<file path="config.mk">
export PLATFORM = sky130hd
export DESIGN_NAME = sync_header_frame_parser
export DESIGN_NICKNAME = d
export VERILOG_FILES = /design/src/sv/shfp_pkg.sv /design/src/sv/shfp_ram.sv /design/src/sv/shfp_jobq.sv /design/src/sv/shfp_front.sv /design/src/sv/shfp_back.sv /design/src/sv/sync_header_frame_parser.sv
export SDC_FILE = /design/constraint.sdc
export NUM_CORES = 1
export LEC_CHECK = 0
export BUFFER_PORTS_ARGS = -buffer_cell sky130_fd_sc_hd__buf_4
export CAP_MARGIN = 0
export CORE_MARGIN = 1
export CORE_UTILIZATION = 59
export DETAILED_ROUTE_END_ITERATION = 12
export PLACE_DENSITY = 0.77
export SYNTH_ARGS = -nofsm -noshare
export SYNTH_HDL_FRONTEND = slang
export SYNTH_HIERARCHICAL = 1
export SYNTH_SLANG_ARGS = --single-unit
</file>
<file path="constraint.sdc">
create_clock -name clk_i -period 6.5 [get_ports clk_i]
set_clock_uncertainty 0.2 [all_clocks]
set_input_delay 1.3 -clock clk_i [delete_from_list [all_inputs] [get_ports clk_i]]
set_output_delay 1.3 -clock clk_i [all_outputs]
set_load 0.01 [all_outputs]
</file>
<file path="src/sv/shfp_pkg.sv">
package shfp_pkg;

  localparam int unsigned MaxPayloadDef = 32;
  localparam int unsigned JobQDepthDef  = 2;

  localparam logic [7:0] SyncFirstRst  = 8'hAA;
  localparam logic [7:0] SyncSecondRst = 8'h55;

  typedef enum logic [1:0] {
    ST_GOOD     = 2'd0,
    ST_BAD_SUM  = 2'd1,
    ST_TOO_LONG = 2'd2
  } status_e;

  typedef enum logic [0:0] {
    CFG_SYNC_FIRST  = 1'b0,
    CFG_SYNC_SECOND = 1'b1
  } cfg_idx_e;

  typedef enum logic [3:0] {
    PH_IDLE,
    PH_SYNC2,
    PH_LEN,
    PH_VER,
    PH_ACK,
    PH_SEQLO,
    PH_SEQHI,
    PH_MSGID,
    PH_DATA,
    PH_CHECK
  } phase_e;

  typedef enum logic [1:0] {
    BK_IDLE,
    BK_READ,
    BK_EMIT
  } back_state_e;

  // one finished frame (or error) handed from the parser to the emitter
  typedef struct packed {
    status_e     status;
    logic [7:0]  length;
    logic [7:0]  version;
    logic [7:0]  ack;
    logic [15:0] seq_num;
    logic [7:0]  msg_id;
  } job_t;

  // parser status toward the top level
  typedef struct packed {
    logic push;       // job written this cycle
    logic in_data;    // parser waits for payload bytes
  } front_stat_t;

  function automatic logic job_has_data(job_t j);
    return (j.status == ST_GOOD) && (j.length != 8'd0);
  endfunction

endpackage

</file>
<file path="src/sv/shfp_ram.sv">
module shfp_ram #(
  parameter int unsigned Width = 8,
  parameter int unsigned Depth = 32,
  parameter int unsigned AddrW = (Depth > 1) ? $clog2(Depth) : 1
) (
  input  logic             clk_i,
  input  logic             we_i,
  input  logic [AddrW-1:0] waddr_i,
  input  logic [Width-1:0] wdata_i,
  input  logic             re_i,
  input  logic [AddrW-1:0] raddr_i,
  output logic [Width-1:0] rdata_o
);

  logic [Width-1:0] mem_q [Depth];
  logic [Width-1:0] rdata_q;

  always_ff @(posedge clk_i) begin
    if (we_i) begin
      mem_q[waddr_i] <= wdata_i;
    end
    if (re_i) begin
      rdata_q <= mem_q[raddr_i];
    end
  end

  assign rdata_o = rdata_q;

endmodule

</file>
<file path="src/sv/shfp_jobq.sv">
module shfp_jobq #(
  parameter int unsigned Depth = shfp_pkg::JobQDepthDef
) (
  input  logic           clk_i,
  input  logic           rst_ni,
  input  logic           push_i,
  input  shfp_pkg::job_t job_i,
  output logic           full_o,
  output logic           valid_o,
  output shfp_pkg::job_t job_o,
  input  logic           pop_i
);
  import shfp_pkg::*;

  localparam int unsigned PtrW = (Depth > 1) ? $clog2(Depth) : 1;
  localparam int unsigned CntW = $clog2(Depth + 1);

  job_t            slot_q [Depth];
  logic [PtrW-1:0] wptr_q, wptr_d, rptr_q, rptr_d;
  logic [CntW-1:0] cnt_q, cnt_d;
  logic            do_push, do_pop;

  assign do_push = push_i && !full_o;
  assign do_pop  = pop_i && valid_o;
  assign full_o  = (cnt_q == CntW'(Depth));
  assign valid_o = (cnt_q != '0);
  assign job_o   = slot_q[rptr_q];

  always_comb begin
    wptr_d = wptr_q;
    rptr_d = rptr_q;
    cnt_d  = cnt_q;
    if (do_push) begin
      wptr_d = (wptr_q == PtrW'(Depth - 1)) ? '0 : wptr_q + PtrW'(1);
    end
    if (do_pop) begin
      rptr_d = (rptr_q == PtrW'(Depth - 1)) ? '0 : rptr_q + PtrW'(1);
    end
    if (do_push && !do_pop) begin
      cnt_d = cnt_q + CntW'(1);
    end else if (do_pop && !do_push) begin
      cnt_d = cnt_q - CntW'(1);
    end
  end

  always_ff @(posedge clk_i or negedge rst_ni) begin
    if (!rst_ni) begin
      wptr_q <= '0;
      rptr_q <= '0;
      cnt_q  <= '0;
    end else begin
      wptr_q <= wptr_d;
      rptr_q <= rptr_d;
      cnt_q  <= cnt_d;
    end
  end

  always_ff @(posedge clk_i) begin
    if (do_push) begin
      slot_q[wptr_q] <= job_i;
    end
  end

endmodule

</file>
<file path="src/sv/shfp_front.sv">
module shfp_front #(
  parameter int unsigned MaxPayload = shfp_pkg::MaxPayloadDef,
  parameter int unsigned AddrW      = (MaxPayload > 1) ? $clog2(MaxPayload) : 1
) (
  input  logic                  clk_i,
  input  logic                  rst_ni,
  input  logic                  cfg_we_i,
  input  logic                  cfg_idx_i,
  input  logic [7:0]            cfg_wdata_i,
  input  logic                  accept_i,
  input  logic [7:0]            rx_byte_i,
  output shfp_pkg::front_stat_t stat_o,
  output shfp_pkg::job_t        job_o,
  output logic                  ram_we_o,
  output logic [AddrW-1:0]      ram_waddr_o,
  output logic [7:0]            ram_wdata_o
);
  import shfp_pkg::*;

  phase_e      phase_q, phase_d;
  logic [5:0]  count_q, count_d;
  logic [7:0]  sum_q, sum_d;
  logic [7:0]  len_q, len_d, ver_q, ver_d, ack_q, ack_d, id_q, id_d;
  logic [15:0] seq_q, seq_d;
  logic [7:0]  sync1_q, sync2_q;

  logic        sync_hit, too_long, in_range, sum_ok;
  logic [5:0]  count_inc;
  phase_e      restart_phase;
  logic [7:0]  restart_sum, sum_add;

  assign sync_hit      = (rx_byte_i == sync1_q);
  assign restart_phase = sync_hit ? PH_SYNC2 : PH_IDLE;
  assign restart_sum   = sync_hit ? rx_byte_i : 8'd0;
  assign sum_add       = sum_q + rx_byte_i;
  assign too_long      = ({1'b0, rx_byte_i} > 9'(MaxPayload));
  assign in_range      = ({1'b0, count_q} < 7'(MaxPayload));
  assign count_inc     = count_q + 6'd1;
  assign sum_ok        = (rx_byte_i == sum_q);

  // next state
  always_comb begin
    phase_d = phase_q;
    count_d = count_q;
    sum_d   = sum_q;
    len_d   = len_q;
    ver_d   = ver_q;
    ack_d   = ack_q;
    seq_d   = seq_q;
    id_d    = id_q;
    if (accept_i) begin
      case (phase_q)
        PH_SYNC2: begin
          if (rx_byte_i == sync2_q) begin
            sum_d   = sum_add;
            phase_d = PH_LEN;
          end else begin
            phase_d = restart_phase;
            sum_d   = restart_sum;
            count_d = '0;
          end
        end
        PH_LEN: begin
          if (too_long) begin
            phase_d = restart_phase;
            sum_d   = restart_sum;
            count_d = '0;
          end else begin
            len_d   = rx_byte_i;
            sum_d   = sum_add;
            phase_d = PH_VER;
          end
        end
        PH_VER: begin
          ver_d   = rx_byte_i;
          sum_d   = sum_add;
          phase_d = PH_ACK;
        end
        PH_ACK: begin
          ack_d   = rx_byte_i;
          sum_d   = sum_add;
          phase_d = PH_SEQLO;
        end
        PH_SEQLO: begin
          seq_d   = {8'd0, rx_byte_i};
          sum_d   = sum_add;
          phase_d = PH_SEQHI;
        end
        PH_SEQHI: begin
          seq_d   = {rx_byte_i, seq_q[7:0]};
          sum_d   = sum_add;
          phase_d = PH_MSGID;
        end
        PH_MSGID: begin
          id_d    = rx_byte_i;
          sum_d   = sum_add;
          count_d = '0;
          phase_d = (len_q == 8'd0) ? PH_CHECK : PH_DATA;
        end
        PH_DATA: begin
          sum_d   = sum_add;
          count_d = count_inc;
          if ({2'b00, count_inc} >= len_q) begin
            phase_d = PH_CHECK;
          end
        end
        PH_CHECK: begin
          if (sum_ok) begin
            phase_d = PH_IDLE;
            sum_d   = 8'd0;
            count_d = '0;
          end else begin
            phase_d = restart_phase;
            sum_d   = restart_sum;
            count_d = '0;
          end
        end
        default: begin
          phase_d = restart_phase;
          sum_d   = restart_sum;
          count_d = '0;
        end
      endcase
    end
  end

  // outputs
  always_comb begin
    stat_o.push    = 1'b0;
    stat_o.in_data = (phase_q == PH_DATA);
    job_o.status   = ST_GOOD;
    job_o.length   = len_q;
    job_o.version  = ver_q;
    job_o.ack      = ack_q;
    job_o.seq_num  = seq_q;
    job_o.msg_id   = id_q;
    ram_we_o       = 1'b0;
    ram_waddr_o    = count_q[AddrW-1:0];
    ram_wdata_o    = rx_byte_i;
    if (accept_i) begin
      case (phase_q)
        PH_LEN: begin
          if (too_long) begin
            stat_o.push    = 1'b1;
            job_o.status   = ST_TOO_LONG;
            job_o.length   = rx_byte_i;
            job_o.version  = 8'd0;
            job_o.ack      = 8'd0;
            job_o.seq_num  = 16'd0;
            job_o.msg_id   = 8'd0;
          end
        end
        PH_DATA: begin
          ram_we_o = in_range;
        end
        PH_CHECK: begin
          stat_o.push  = 1'b1;
          job_o.status = sum_ok ? ST_GOOD : ST_BAD_SUM;
        end
        default: begin
          stat_o.push = 1'b0;
        end
      endcase
    end
  end

  always_ff @(posedge clk_i or negedge rst_ni) begin
    if (!rst_ni) begin
      phase_q <= PH_IDLE;
      count_q <= '0;
      sum_q   <= '0;
      len_q   <= '0;
      ver_q   <= '0;
      ack_q   <= '0;
      seq_q   <= '0;
      id_q    <= '0;
      sync1_q <= SyncFirstRst;
      sync2_q <= SyncSecondRst;
    end else begin
      phase_q <= phase_d;
      count_q <= count_d;
      sum_q   <= sum_d;
      len_q   <= len_d;
      ver_q   <= ver_d;
      ack_q   <= ack_d;
      seq_q   <= seq_d;
      id_q    <= id_d;
      if (cfg_we_i) begin
        case (cfg_idx_e'(cfg_idx_i))
          CFG_SYNC_FIRST:  sync1_q <= cfg_wdata_i;
          CFG_SYNC_SECOND: sync2_q <= cfg_wdata_i;
          default:         sync1_q <= sync1_q;
        endcase
      end
    end
  end

endmodule

</file>
<file path="src/sv/shfp_back.sv">
module shfp_back #(
  parameter int unsigned MaxPayload = shfp_pkg::MaxPayloadDef,
  parameter int unsigned AddrW      = (MaxPayload > 1) ? $clog2(MaxPayload) : 1
) (
  input  logic             clk_i,
  input  logic             rst_ni,
  input  logic             job_valid_i,
  input  shfp_pkg::job_t   job_i,
  output logic             job_pop_o,
  output logic             ram_re_o,
  output logic [AddrW-1:0] ram_raddr_o,
  input  logic [7:0]       ram_rdata_i,
  output logic             done_o,
  input  logic             pop,
  output logic             empty,
  output logic [1:0]       status_o,
  output logic [7:0]       frame_length_o,
  output logic [7:0]       version_o,
  output logic [7:0]       ack_flag_o,
  output logic [15:0]      sequence_res_o,
  output logic [7:0]       message_id_o,
  output logic [4:0]       payload_index_o,
  output logic [7:0]       payload_byte_o,
  output logic             last_o
);
  import shfp_pkg::*;

  back_state_e st_q, st_d;
  job_t        cur_q;
  logic [5:0]  idx_q;
  logic        out_valid_q, out_valid_d;
  logic        out_free, is_data, last_emit;
  logic        load_hdr, load_data;

  // output register
  job_t        o_job_q;
  logic [4:0]  o_idx_q;
  logic [7:0]  o_byte_q;
  logic        o_last_q;

  assign out_free  = !out_valid_q || pop;
  assign is_data   = job_has_data(job_i);
  assign last_emit = ((8'(idx_q) + 8'd1) == cur_q.length);

  // next state
  always_comb begin
    st_d = st_q;
    case (st_q)
      BK_IDLE: begin
        if (job_valid_i && is_data) begin
          st_d = BK_READ;
        end
      end
      BK_READ: st_d = BK_EMIT;
      BK_EMIT: begin
        if (out_free) begin
          st_d = last_emit ? BK_IDLE : BK_READ;
        end
      end
      default: st_d = BK_IDLE;
    endcase
  end

  // outputs
  always_comb begin
    job_pop_o   = 1'b0;
    ram_re_o    = 1'b0;
    load_hdr    = 1'b0;
    load_data   = 1'b0;
    done_o      = 1'b0;
    ram_raddr_o = idx_q[AddrW-1:0];
    case (st_q)
      BK_IDLE: begin
        job_pop_o = job_valid_i && (is_data || out_free);
        load_hdr  = job_valid_i && !is_data && out_free;
      end
      BK_READ: ram_re_o = 1'b1;
      BK_EMIT: begin
        load_data = out_free;
        done_o    = out_free && last_emit;
      end
      default: job_pop_o = 1'b0;
    endcase
  end

  always_comb begin
    out_valid_d = out_valid_q;
    if (load_hdr || load_data) begin
      out_valid_d = 1'b1;
    end else if (pop) begin
      out_valid_d = 1'b0;
    end
  end

  always_ff @(posedge clk_i or negedge rst_ni) begin
    if (!rst_ni) begin
      st_q        <= BK_IDLE;
      out_valid_q <= 1'b0;
    end else begin
      st_q        <= st_d;
      out_valid_q <= out_valid_d;
    end
  end

  always_ff @(posedge clk_i) begin
    if (st_q == BK_IDLE && job_pop_o && is_data) begin
      cur_q <= job_i;
      idx_q <= '0;
    end else if (load_data && !last_emit) begin
      idx_q <= idx_q + 6'd1;
    end
    if (load_hdr) begin
      o_job_q  <= job_i;
      o_idx_q  <= 5'd0;
      o_byte_q <= 8'd0;
      o_last_q <= 1'b1;
    end else if (load_data) begin
      o_job_q  <= cur_q;
      o_idx_q  <= idx_q[4:0];
      o_byte_q <= ram_rdata_i;
      o_last_q <= last_emit;
    end
  end

  assign empty           = !out_valid_q;
  assign status_o        = o_job_q.status;
  assign frame_length_o  = o_job_q.length;
  assign version_o       = o_job_q.version;
  assign ack_flag_o      = o_job_q.ack;
  assign sequence_res_o  = o_job_q.seq_num;
  assign message_id_o    = o_job_q.msg_id;
  assign payload_index_o = o_idx_q;
  assign payload_byte_o  = o_byte_q;
  assign last_o          = o_last_q;

endmodule

</file>
<file path="src/sv/sync_header_frame_parser.sv">
// Input: one byte per cycle unless full; full rises while the job queue is full, or while
//   the parser sits in the payload and the previous frame's payload is still being
//   emitted. Error and empty-frame results go from the job queue to the output register;
//   each payload byte is read from RAM, then loaded, waiting while a result is unpopped.
// Reset: parser idle, sum and header fields zero, sync bytes 0xAA / 0x55,
//   queues empty; payload RAM is not cleared.
module sync_header_frame_parser #(
  parameter int unsigned MaxPayload = shfp_pkg::MaxPayloadDef
) (
  input  logic        clk_i,
  input  logic        rst_ni,
  input  logic        cfg_we_i,
  input  logic        cfg_idx_i,
  input  logic [7:0]  cfg_wdata_i,
  input  logic        push,
  output logic        full,
  input  logic [7:0]  rx_byte_i,
  output logic        empty,
  input  logic        pop,
  output logic [1:0]  status_o,
  output logic [7:0]  frame_length_o,
  output logic [7:0]  version_o,
  output logic [7:0]  ack_flag_o,
  output logic [15:0] sequence_res_o,
  output logic [7:0]  message_id_o,
  output logic [4:0]  payload_index_o,
  output logic [7:0]  payload_byte_o,
  output logic        last_o
);
  import shfp_pkg::*;

  localparam int unsigned AddrW = (MaxPayload > 1) ? $clog2(MaxPayload) : 1;

  front_stat_t      fstat;
  job_t             fjob, qjob;
  logic             jobq_full, jobq_valid, jobq_pop;
  logic             ram_we, ram_re;
  logic [AddrW-1:0] ram_waddr, ram_raddr;
  logic [7:0]       ram_wdata, ram_rdata;
  logic             back_done, accept;
  logic             data_pend_q, data_pend_d;

  // payload RAM holds one frame: hold off payload bytes until it is drained
  assign full   = jobq_full || (fstat.in_data && data_pend_q);
  assign accept = push && !full;

  always_comb begin
    data_pend_d = data_pend_q;
    if (fstat.push && job_has_data(fjob)) begin
      data_pend_d = 1'b1;
    end else if (back_done) begin
      data_pend_d = 1'b0;
    end
  end

  always_ff @(posedge clk_i or negedge rst_ni) begin
    if (!rst_ni) begin
      data_pend_q <= 1'b0;
    end else begin
      data_pend_q <= data_pend_d;
    end
  end

  shfp_front #(
    .MaxPayload(MaxPayload),
    .AddrW     (AddrW)
  ) u_front (
    .clk_i      (clk_i),
    .rst_ni     (rst_ni),
    .cfg_we_i   (cfg_we_i),
    .cfg_idx_i  (cfg_idx_i),
    .cfg_wdata_i(cfg_wdata_i),
    .accept_i   (accept),
    .rx_byte_i  (rx_byte_i),
    .stat_o     (fstat),
    .job_o      (fjob),
    .ram_we_o   (ram_we),
    .ram_waddr_o(ram_waddr),
    .ram_wdata_o(ram_wdata)
  );

  shfp_jobq #(
    .Depth(JobQDepthDef)
  ) u_jobq (
    .clk_i  (clk_i),
    .rst_ni (rst_ni),
    .push_i (fstat.push),
    .job_i  (fjob),
    .full_o (jobq_full),
    .valid_o(jobq_valid),
    .job_o  (qjob),
    .pop_i  (jobq_pop)
  );

  shfp_ram #(
    .Width(8),
    .Depth(MaxPayload),
    .AddrW(AddrW)
  ) u_ram (
    .clk_i  (clk_i),
    .we_i   (ram_we),
    .waddr_i(ram_waddr),
    .wdata_i(ram_wdata),
    .re_i   (ram_re),
    .raddr_i(ram_raddr),
    .rdata_o(ram_rdata)
  );

  shfp_back #(
    .MaxPayload(MaxPayload),
    .AddrW     (AddrW)
  ) u_back (
    .clk_i          (clk_i),
    .rst_ni         (rst_ni),
    .job_valid_i    (jobq_valid),
    .job_i          (qjob),
    .job_pop_o      (jobq_pop),
    .ram_re_o       (ram_re),
    .ram_raddr_o    (ram_raddr),
    .ram_rdata_i    (ram_rdata),
    .done_o         (back_done),
    .pop            (pop),
    .empty          (empty),
    .status_o       (status_o),
    .frame_length_o (frame_length_o),
    .version_o      (version_o),
    .ack_flag_o     (ack_flag_o),
    .sequence_res_o (sequence_res_o),
    .message_id_o   (message_id_o),
    .payload_index_o(payload_index_o),
    .payload_byte_o (payload_byte_o),
    .last_o         (last_o)
  );

  a_no_ram_overwrite: assert property (@(posedge clk_i) disable iff (!rst_ni)
    ram_we |-> !data_pend_q)
    else $error("payload RAM written while a frame is being emitted");

  a_jobq_no_overflow: assert property (@(posedge clk_i) disable iff (!rst_ni)
    fstat.push |-> !jobq_full)
    else $error("job pushed into a full queue");

  a_done_has_pend: assert property (@(posedge clk_i) disable iff (!rst_ni)
    back_done |-> data_pend_q)
    else $error("emitter finished a payload frame that was never queued");

  a_one_data_job: assert property (@(posedge clk_i) disable iff (!rst_ni)
    (fstat.push && job_has_data(fjob)) |-> !data_pend_q)
    else $error("second payload frame queued while one is outstanding");

endmodule
</file>
==> results.py, run 1 <==
metrics = {
    "setup_path": {
        "crit_fanout": 50,
        "start_kind": "flop",
        "cp_slowest_cell": "nand2_2",
        "required_ns": 6.77,
        "arrival_ns": 4.25,
        "critPathMaxStageDelay_ns": 0.59,
        "r2r_cells": 10,
        "r2r_setup_slack_ns": 2.52,
        "regToRegStartpoint": "u_front/phase_q[2]",
        "crit_type": "flop to flop",
        "endpoint_kind": "flop",
        "path_cells": "nand2b_1 -> nor3_2 -> a21o_1 -> nor2_2 -> buf_4 -> nand2_2 -> mux2_1 -> nor4_1 -> nand2_1 -> a32o_1",
        "rr_endpoint": "data_pend_q",
        "cp-startpoint": "u_front/phase_q[2]",
    },
    "clocking": {
        "cts_tree": "built",
        "worstSkewPairLatency_ns": 0.60,
        "cts_resized": 0,
        "cts_buffers": 55,
        "post_cts_buffers": 0,
        "cts-root-buf": "clkbuf_16",
        "cts.sinks": 574,
        "h-tree-depth": 2,
        "ctsHoldBuffers": 0,
        "clk_pin_slew_ns": 0.06,
        "clockBufferDepth": 3,
    },
    "sta": {
        "holdWs_ns": 0.257,
        "fmax_ghz": 0.251,
        "worst_pin_slew_ns": 1.15,
        "finalCriticalPeriod_ns": 3.98,
        "setup-violations-final": 0,
        "relSlewSlack_pct": 23.3,
        "setup_tns_ns": 0,
        "hold_viol_final": 0,
        "slew_violations": 0,
        "finalCritPeriodShare_pct": 61.2,
        "rsz0062_at_grt": "no",
    },
    "detailed_routing": {
        "wl_per_cell_um": 22.6,
        "drc_errors": 0,
        "vias": 11800,
        "wl_mm": 44.8,
        "vias_per_cell": 5.96,
        "drt_iter0_drc": 883,
        "firstDrtPassIters": 5,
        "drt.antenna.violating_nets": 0,
    },
    "grt": {
        "grt_pass1_wl_mm": 70.4,
        "grt_max_degree": 60,
        "antenna_found_initial": 3,
        "overflow": 0,
        "track_usage_pct": 22.6,
        "grt_pass1_vias": 12100,
    },
    "synth": {
        "syn_avg_cell_area_um2": 17.8,
        "synth_seq_cells": 574,
        "yosysSeqAreaShare_pct": 69.8,
        "synthArstFlopShare_pct": 15.7,
        "ys_warn_count": 6,
        "synth_edf_count": 464,
        "synthFlopType": "edfxtp_1",
        "syn_nets": 1375,
        "synth_cells": 1336,
        "ys_types": 77,
        "syn_area_mm2": 0.0238,
    },
    "floorplanning": {
        "die_h_um": 203,
        "io_pins": 88,
        "die_w_um": 203,
        "dieArea_mm2": 0.0411,
        "start_util_pct": 59.8,
        "rows": 73,
        "design.core.area_mm2": 0.0397,
    },
    "min_path": {
        "hp-start": "u_back/payload_byte_o[1]",
        "worstHoldPathCells": 2,
        "hold_class": "flop to flop",
        "hold_end": "u_back/payload_byte_o[1]",
    },
    "finish": {
        "area_growth_pct": 11.4,
        "drive_gt1_share_pct": 30.6,
        "fin_util_pct": 66.6,
        "fillerInstances": 2584,
        "regArea_mm2": 0.0166,
        "multiInputGateArea_mm2": 0.00657,
        "finalNetCount": 1450,
    },
    "placement": {
        "gp_congestion": 0.789,
        "portBuffers": 87,
        "dp_hpwl_mm": 27.6,
    },
    "power": {
        "irDropWorstVdd_mv": 0.289,
        "leakage_nw": 9.27,
        "power_density_mw_per_mm2": 424,
    },
    "run": {
        "max_cap_violations": 0,
    },
    "outcome": {
        "outcome": "finished clean",
    },
}
## worst max-delay path by stage
stage | cells after the start | to | slack (ns)
4_1_cts | 10 | data_pend_q | 2.56
3_5_place_dp | 8 | u_jobq/slot_q[0][9] | 2.09
6_report | 10 | data_pend_q | 2.52
2_1_floorplan | 3 | u_back/ack_flag_o[0] | 0.64
5_1_grt | 10 | data_pend_q | 2.22
3_3_place_gp | 8 | u_jobq/slot_q[0][11] | 2.19
## worst max-delay path, delay by kind of cell (launching register included)
kind	cells	cell delay, ns
mux	1	0.43
simple gates	6	1.92
flops	1	0.54
compound gates	2	0.52
buf+inv	1	0.24
## stage by stage
| step | setup WS [ns] | power (mW) | cell area, um2 | instances |
|---|---|---|---|---|
| after floorplan | 0.637 | 7.32 | 23800 | 1336 |
| final | 2.52 | 11.2 | 26500 | 1983 |
| after CTS | 2.56 | 11.3 | 26500 | 1982 |
| after global routing | 2.22 | 11.7 | 26500 | 1982 |
| after global placement | 2.19 | 8.04 | 24700 | 1879 |
| after detailed placement | 2.09 | 8.14 | 24700 | 1879 |
## cell type report
| cell class | count | share of cell area (%) |
|---|---|---|
| sequential | 574 | 62.7 |
| multi-input combinational | 659 | 24.8 |
| clock buffer | 75 | 5.60 |
| timing repair buffer | 98 | 2.78 |
| tap | 525 | 2.48 |
| clock inverter | 28 | 1.24 |
| inverter | 23 | 0.326 |
| antenna | 1 | 0.00945 |
## registers in the layout (all words and copies together) (netlist names), 4 cells and up
name	count
u_front/sum_q	8
u_front/sync1_q	8
u_front/seq_q	16
u_back/payload_byte_o	8
u_back/ack_flag_o	8
u_back/payload_index_o	5
u_back/cur_q	50
u_front/ack_q	8
u_back/sequence_res_o	16
u_back/idx_q	6
u_back/frame_length_o	8
u_front/len_q	8
u_back/version_o	8
u_jobq/slot_q	100
u_front/sync2_q	8
u_front/id_q	8
u_ram/rdata_o	8
u_back/message_id_o	8
u_front/count_q	6
u_ram/mem_q	256
u_front/phase_q	4
u_front/ver_q	8
## synth_stat cells, types with 4 or more instances
cell / number / area [um2]
edfxtp_1: 464 / 13900
mux2_2: 92 / 1040
dfrtp_1: 82 / 2050
mux4_2: 80 / 1800
nand2_1: 59 / 221
nor2_1: 59 / 221
mux2_4: 56 / 841
and2_1: 41 / 257
buf_4: 29 / 218
a21oi_1: 23 / 115
clkbuf_1: 21 / 78.8
inv_1: 21 / 78.8
dfxtp_1: 20 / 400
xnor2_1: 20 / 175
o21ai_0: 19 / 95.1
xor2_1: 18 / 158
buf_2: 17 / 85.1
ha_1: 16 / 200
mux2_1: 12 / 135
nand3_1: 11 / 55.1
nor2b_1: 11 / 68.8
nor4_1: 10 / 62.6
o21ai_1: 10 / 50.1
a22o_1: 9 / 78.8
nand2b_1: 9 / 56.3
nor3_1: 9 / 45.0
dfstp_2: 8 / 210
a32o_1: 7 / 70.1
nand3b_1: 7 / 52.6
a31oi_1: 6 / 37.5
buf_1: 5 / 18.8
buf_12: 5 / 100
mux2i_1: 5 / 50.1
a21o_1: 4 / 30.0
## routing by layer
metal  GRT usage (%)  up-vias  share of wire [%]
li1                -     5291                  -
met1            32.1     6063                 43
met2            35.6      390                 48
met3            4.99       72                7.0
met4            6.07        2                2.0
met5               0        -              0.029
## placed cells by master, fill, tap and decap left out, drive strengths merged, types with 25 or more instances in the layout
cell / instances
nor2: 62
nand2: 62
edfxtp: 464
dfrtp: 82
a21oi: 25
mux4: 80
and2: 41
inv: 25
clkbuf: 75
buf: 98
o21ai: 29
mux2: 160
## logic make-up (layout without fill, tap and decap cells)
kind of cell	Yosys count	after routing	synth area share, %
other cells	0	1	0
xor+xnor	39	39	1.47
fa+ha+maj	17	17	0.927
mux	245	245	16.3
flops	574	574	69.8
simple gates	252	252	5.85
compound gates	106	106	3.04
buf+inv	103	224	2.61
## where the power goes
part | switching (mW) | total (mW) | internal, mW
clock | 1.30 | 3.18 | 1.88
sequential | 0.410 | 5.15 | 4.74
combinational | 1.43 | 2.90 | 1.47
(Power assumes the default switching activity.)
==> run 2: changes to the inputs <==
==> constraint.sdc (replaced) <==
create_clock -name clk_i -period 4.1 [get_ports clk_i]
set_clock_uncertainty 0.2 [all_clocks]
set_input_delay 0.82 -clock clk_i [delete_from_list [all_inputs] [get_ports clk_i]]
set_output_delay 0.82 -clock clk_i [all_outputs]
set_load 0.01 [all_outputs]
==> results.py, run 2 (synthesis results as in run 1) <==
metrics = {
    "outcome": {
        "outcome": "finished clean",
    },
    "detailed_routing": {
        "vias": 12000,
        "drc_errors": 0,
        "wl_mm": 45.9,
        "drt_iter0_drc": 929,
        "drt.antenna.violating_nets": 0,
        "firstDrtPassIters": 5,
        "vias_per_cell": 5.98,
        "wl_per_cell_um": 22.8,
    },
    "floorplanning": {
        "start_util_pct": 59.8,
        "dieArea_mm2": 0.0411,
        "die_w_um": 203,
        "io_pins": 88,
        "die_h_um": 203,
        "rows": 73,
        "design.core.area_mm2": 0.0397,
    },
    "clocking": {
        "ctsHoldBuffers": 1,
        "cts_resized": 0,
        "clockBufferDepth": 3,
        "h-tree-depth": 2,
        "clk_pin_slew_ns": 0.06,
        "post_cts_buffers": 0,
        "worstSkewPairLatency_ns": 0.59,
        "cts.sinks": 574,
        "cts_tree": "built",
        "cts_buffers": 54,
        "cts-root-buf": "clkbuf_16",
    },
    "placement": {
        "pre_cts_slack_ns": 0.473,
        "gp_congestion": 0.809,
        "place_area_mm2": 0.0249,
        "dp_hpwl_mm": 28.8,
        "portBuffers": 87,
    },
    "min_path": {
        "worstHoldPathCells": 2,
        "hp-start": "u_back/payload_index_o[2]",
        "hold_class": "flop to flop",
        "hold_end": "u_back/payload_index_o[2]",
    },
    "sta": {
        "relSlewSlack_pct": 31.3,
        "setup_tns_ns": 0,
        "setup-violations-final": 0,
        "hold_viol_final": 0,
        "setup_slack_ns": 0.536,
        "slew_violations": 0,
        "worst_pin_slew_ns": 1.03,
        "fmax_ghz": 0.281,
        "finalCriticalPeriod_ns": 3.56,
        "rsz0062_at_grt": "no",
        "finalCritPeriodShare_pct": 86.9,
    },
    "setup_path": {
        "required_ns": 4.37,
        "arrival_ns": 3.83,
        "r2r_setup_slack_ns": 0.54,
        "crit_fanout": 32,
        "rr_endpoint": "data_pend_q",
        "crit_type": "flop to flop",
        "endpoint_kind": "flop",
        "path_cells": "nand2b_1 -> nor3_2 -> a21o_1 -> nor2_2 -> buf_4 -> nand2_2 -> mux2_1 -> nor4_1 -> nand2_1 -> a32o_1",
        "cp_slowest_cell": "dfrtp_1",
        "regToRegStartpoint": "u_front/phase_q[2]",
        "start_kind": "flop",
        "critPathMaxStageDelay_ns": 0.63,
        "r2r_cells": 10,
    },
    "power": {
        "p_sw_share_pct": 28.0,
        "p_switching_mw": 5.00,
        "leakage_nw": 9.42,
        "p_clk_share_pct": 28.0,
        "p_comb_share_pct": 26.9,
        "irDropWorstVdd_mv": 0.505,
        "power_density_mw_per_mm2": 667,
        "p_seq_share_pct": 45.1,
        "intPower_mw": 12.8,
    },
    "finish": {
        "layout_commonest_cell": "edfxtp_1",
        "layout_common_cells": "464 x edfxtp_1, 120 x buf_4, 92 x mux2_2, 81 x dfrtp_1, 80 x mux4_2",
        "fin_area_mm2": 0.0267,
        "reg_top3": "u_ram/mem_q: 256 flops, u_jobq/slot_q: 100 flops, u_back/cur_q: 50 flops",
        "top_register": "u_ram/mem_q",
        "area_growth_pct": 12.4,
        "drive_gt1_share_pct": 31.9,
        "antenna_cells": 0,
        "largest_register_ffs": 256,
        "finalNetCount": 1477,
    },
    "run": {
        "max_cap_violations": 0,
    },
    "grt": {
        "overflow": 0,
        "antenna_found_initial": 0,
        "grt_pass1_wl_mm": 71.6,
        "track_usage_pct": 23.0,
        "grt_pass1_vias": 12400,
        "grt_max_degree": 65,
    },
}
==> run 2: power by group through the flow <==
stage                     Combinational [mW]  Clock, mW  Sequential, mW
final                                   4.80       4.98            8.04
after CTS                               4.85       5.07            8.05
after detailed placement                4.82          0            8.17
after global routing                    5.19       5.30            8.14
after floorplan                         3.51          0            8.07
after global placement                  4.71          0            8.13
==> run 2: how the worst max path moves through the flow <==
stage,cells past startpoint,endpoint,startpoint
finish,10,data_pend_q,u_front/phase_q[2]
global route,10,data_pend_q,u_front/phase_q[2]
CTS,10,data_pend_q,u_front/phase_q[2]
detailed placement,9,data_pend_q,rx_byte_i[7]
global placement,9,data_pend_q,rx_byte_i[7]
floorplan,11,u_jobq/slot_q[0][0],u_front/phase_q[3]
==> run 2: stage by stage <==
step                      utilization (%)  hold WS [ns]  power [mW]  instances
after global placement               62.7         0.253        12.8       1906
after detailed placement             62.7         0.260        13.0       1906
after floorplan                         -         0.242        11.6       1336
after CTS                            67.2         0.242        18.0       2009
after global routing                 67.2         0.256        18.6       2009
final                                67.2         0.262        17.8       2009
==> run 2: cell type report <==
type / count / area [um2]
sequential: 574 / 16600
fill: 2566 / 13000
multi-input combinational: 659 / 6570
clock buffer: 72 / 1440
timing repair buffer: 126 / 1010
tap: 525 / 657
clock inverter: 30 / 338
inverter: 23 / 86.3
==> run 2: routing by layer <==
layer | up-vias | part of all wire (%) | wire length, um | global-route usage [%]
li1 | 5359 | - | - | -
met1 | 6208 | 42 | 19500 | 32.3
met2 | 381 | 49 | 22700 | 37.4
met3 | 70 | 6.1 | 2810 | 4.29
met4 | 0 | 2.0 | 903 | 6.20
met5 | - | 0 | 0 | 0
==> run 2: worst max-delay path: cells and delay by family (launching register included) <==
family / cells / cell delay, ns
DFF: 1 / 0.63
buffers and inverters: 1 / 0.36
AOI/OAI and AO/OA: 2 / 0.47
muxes: 1 / 0.49
and+or+nand+nor: 6 / 1.26
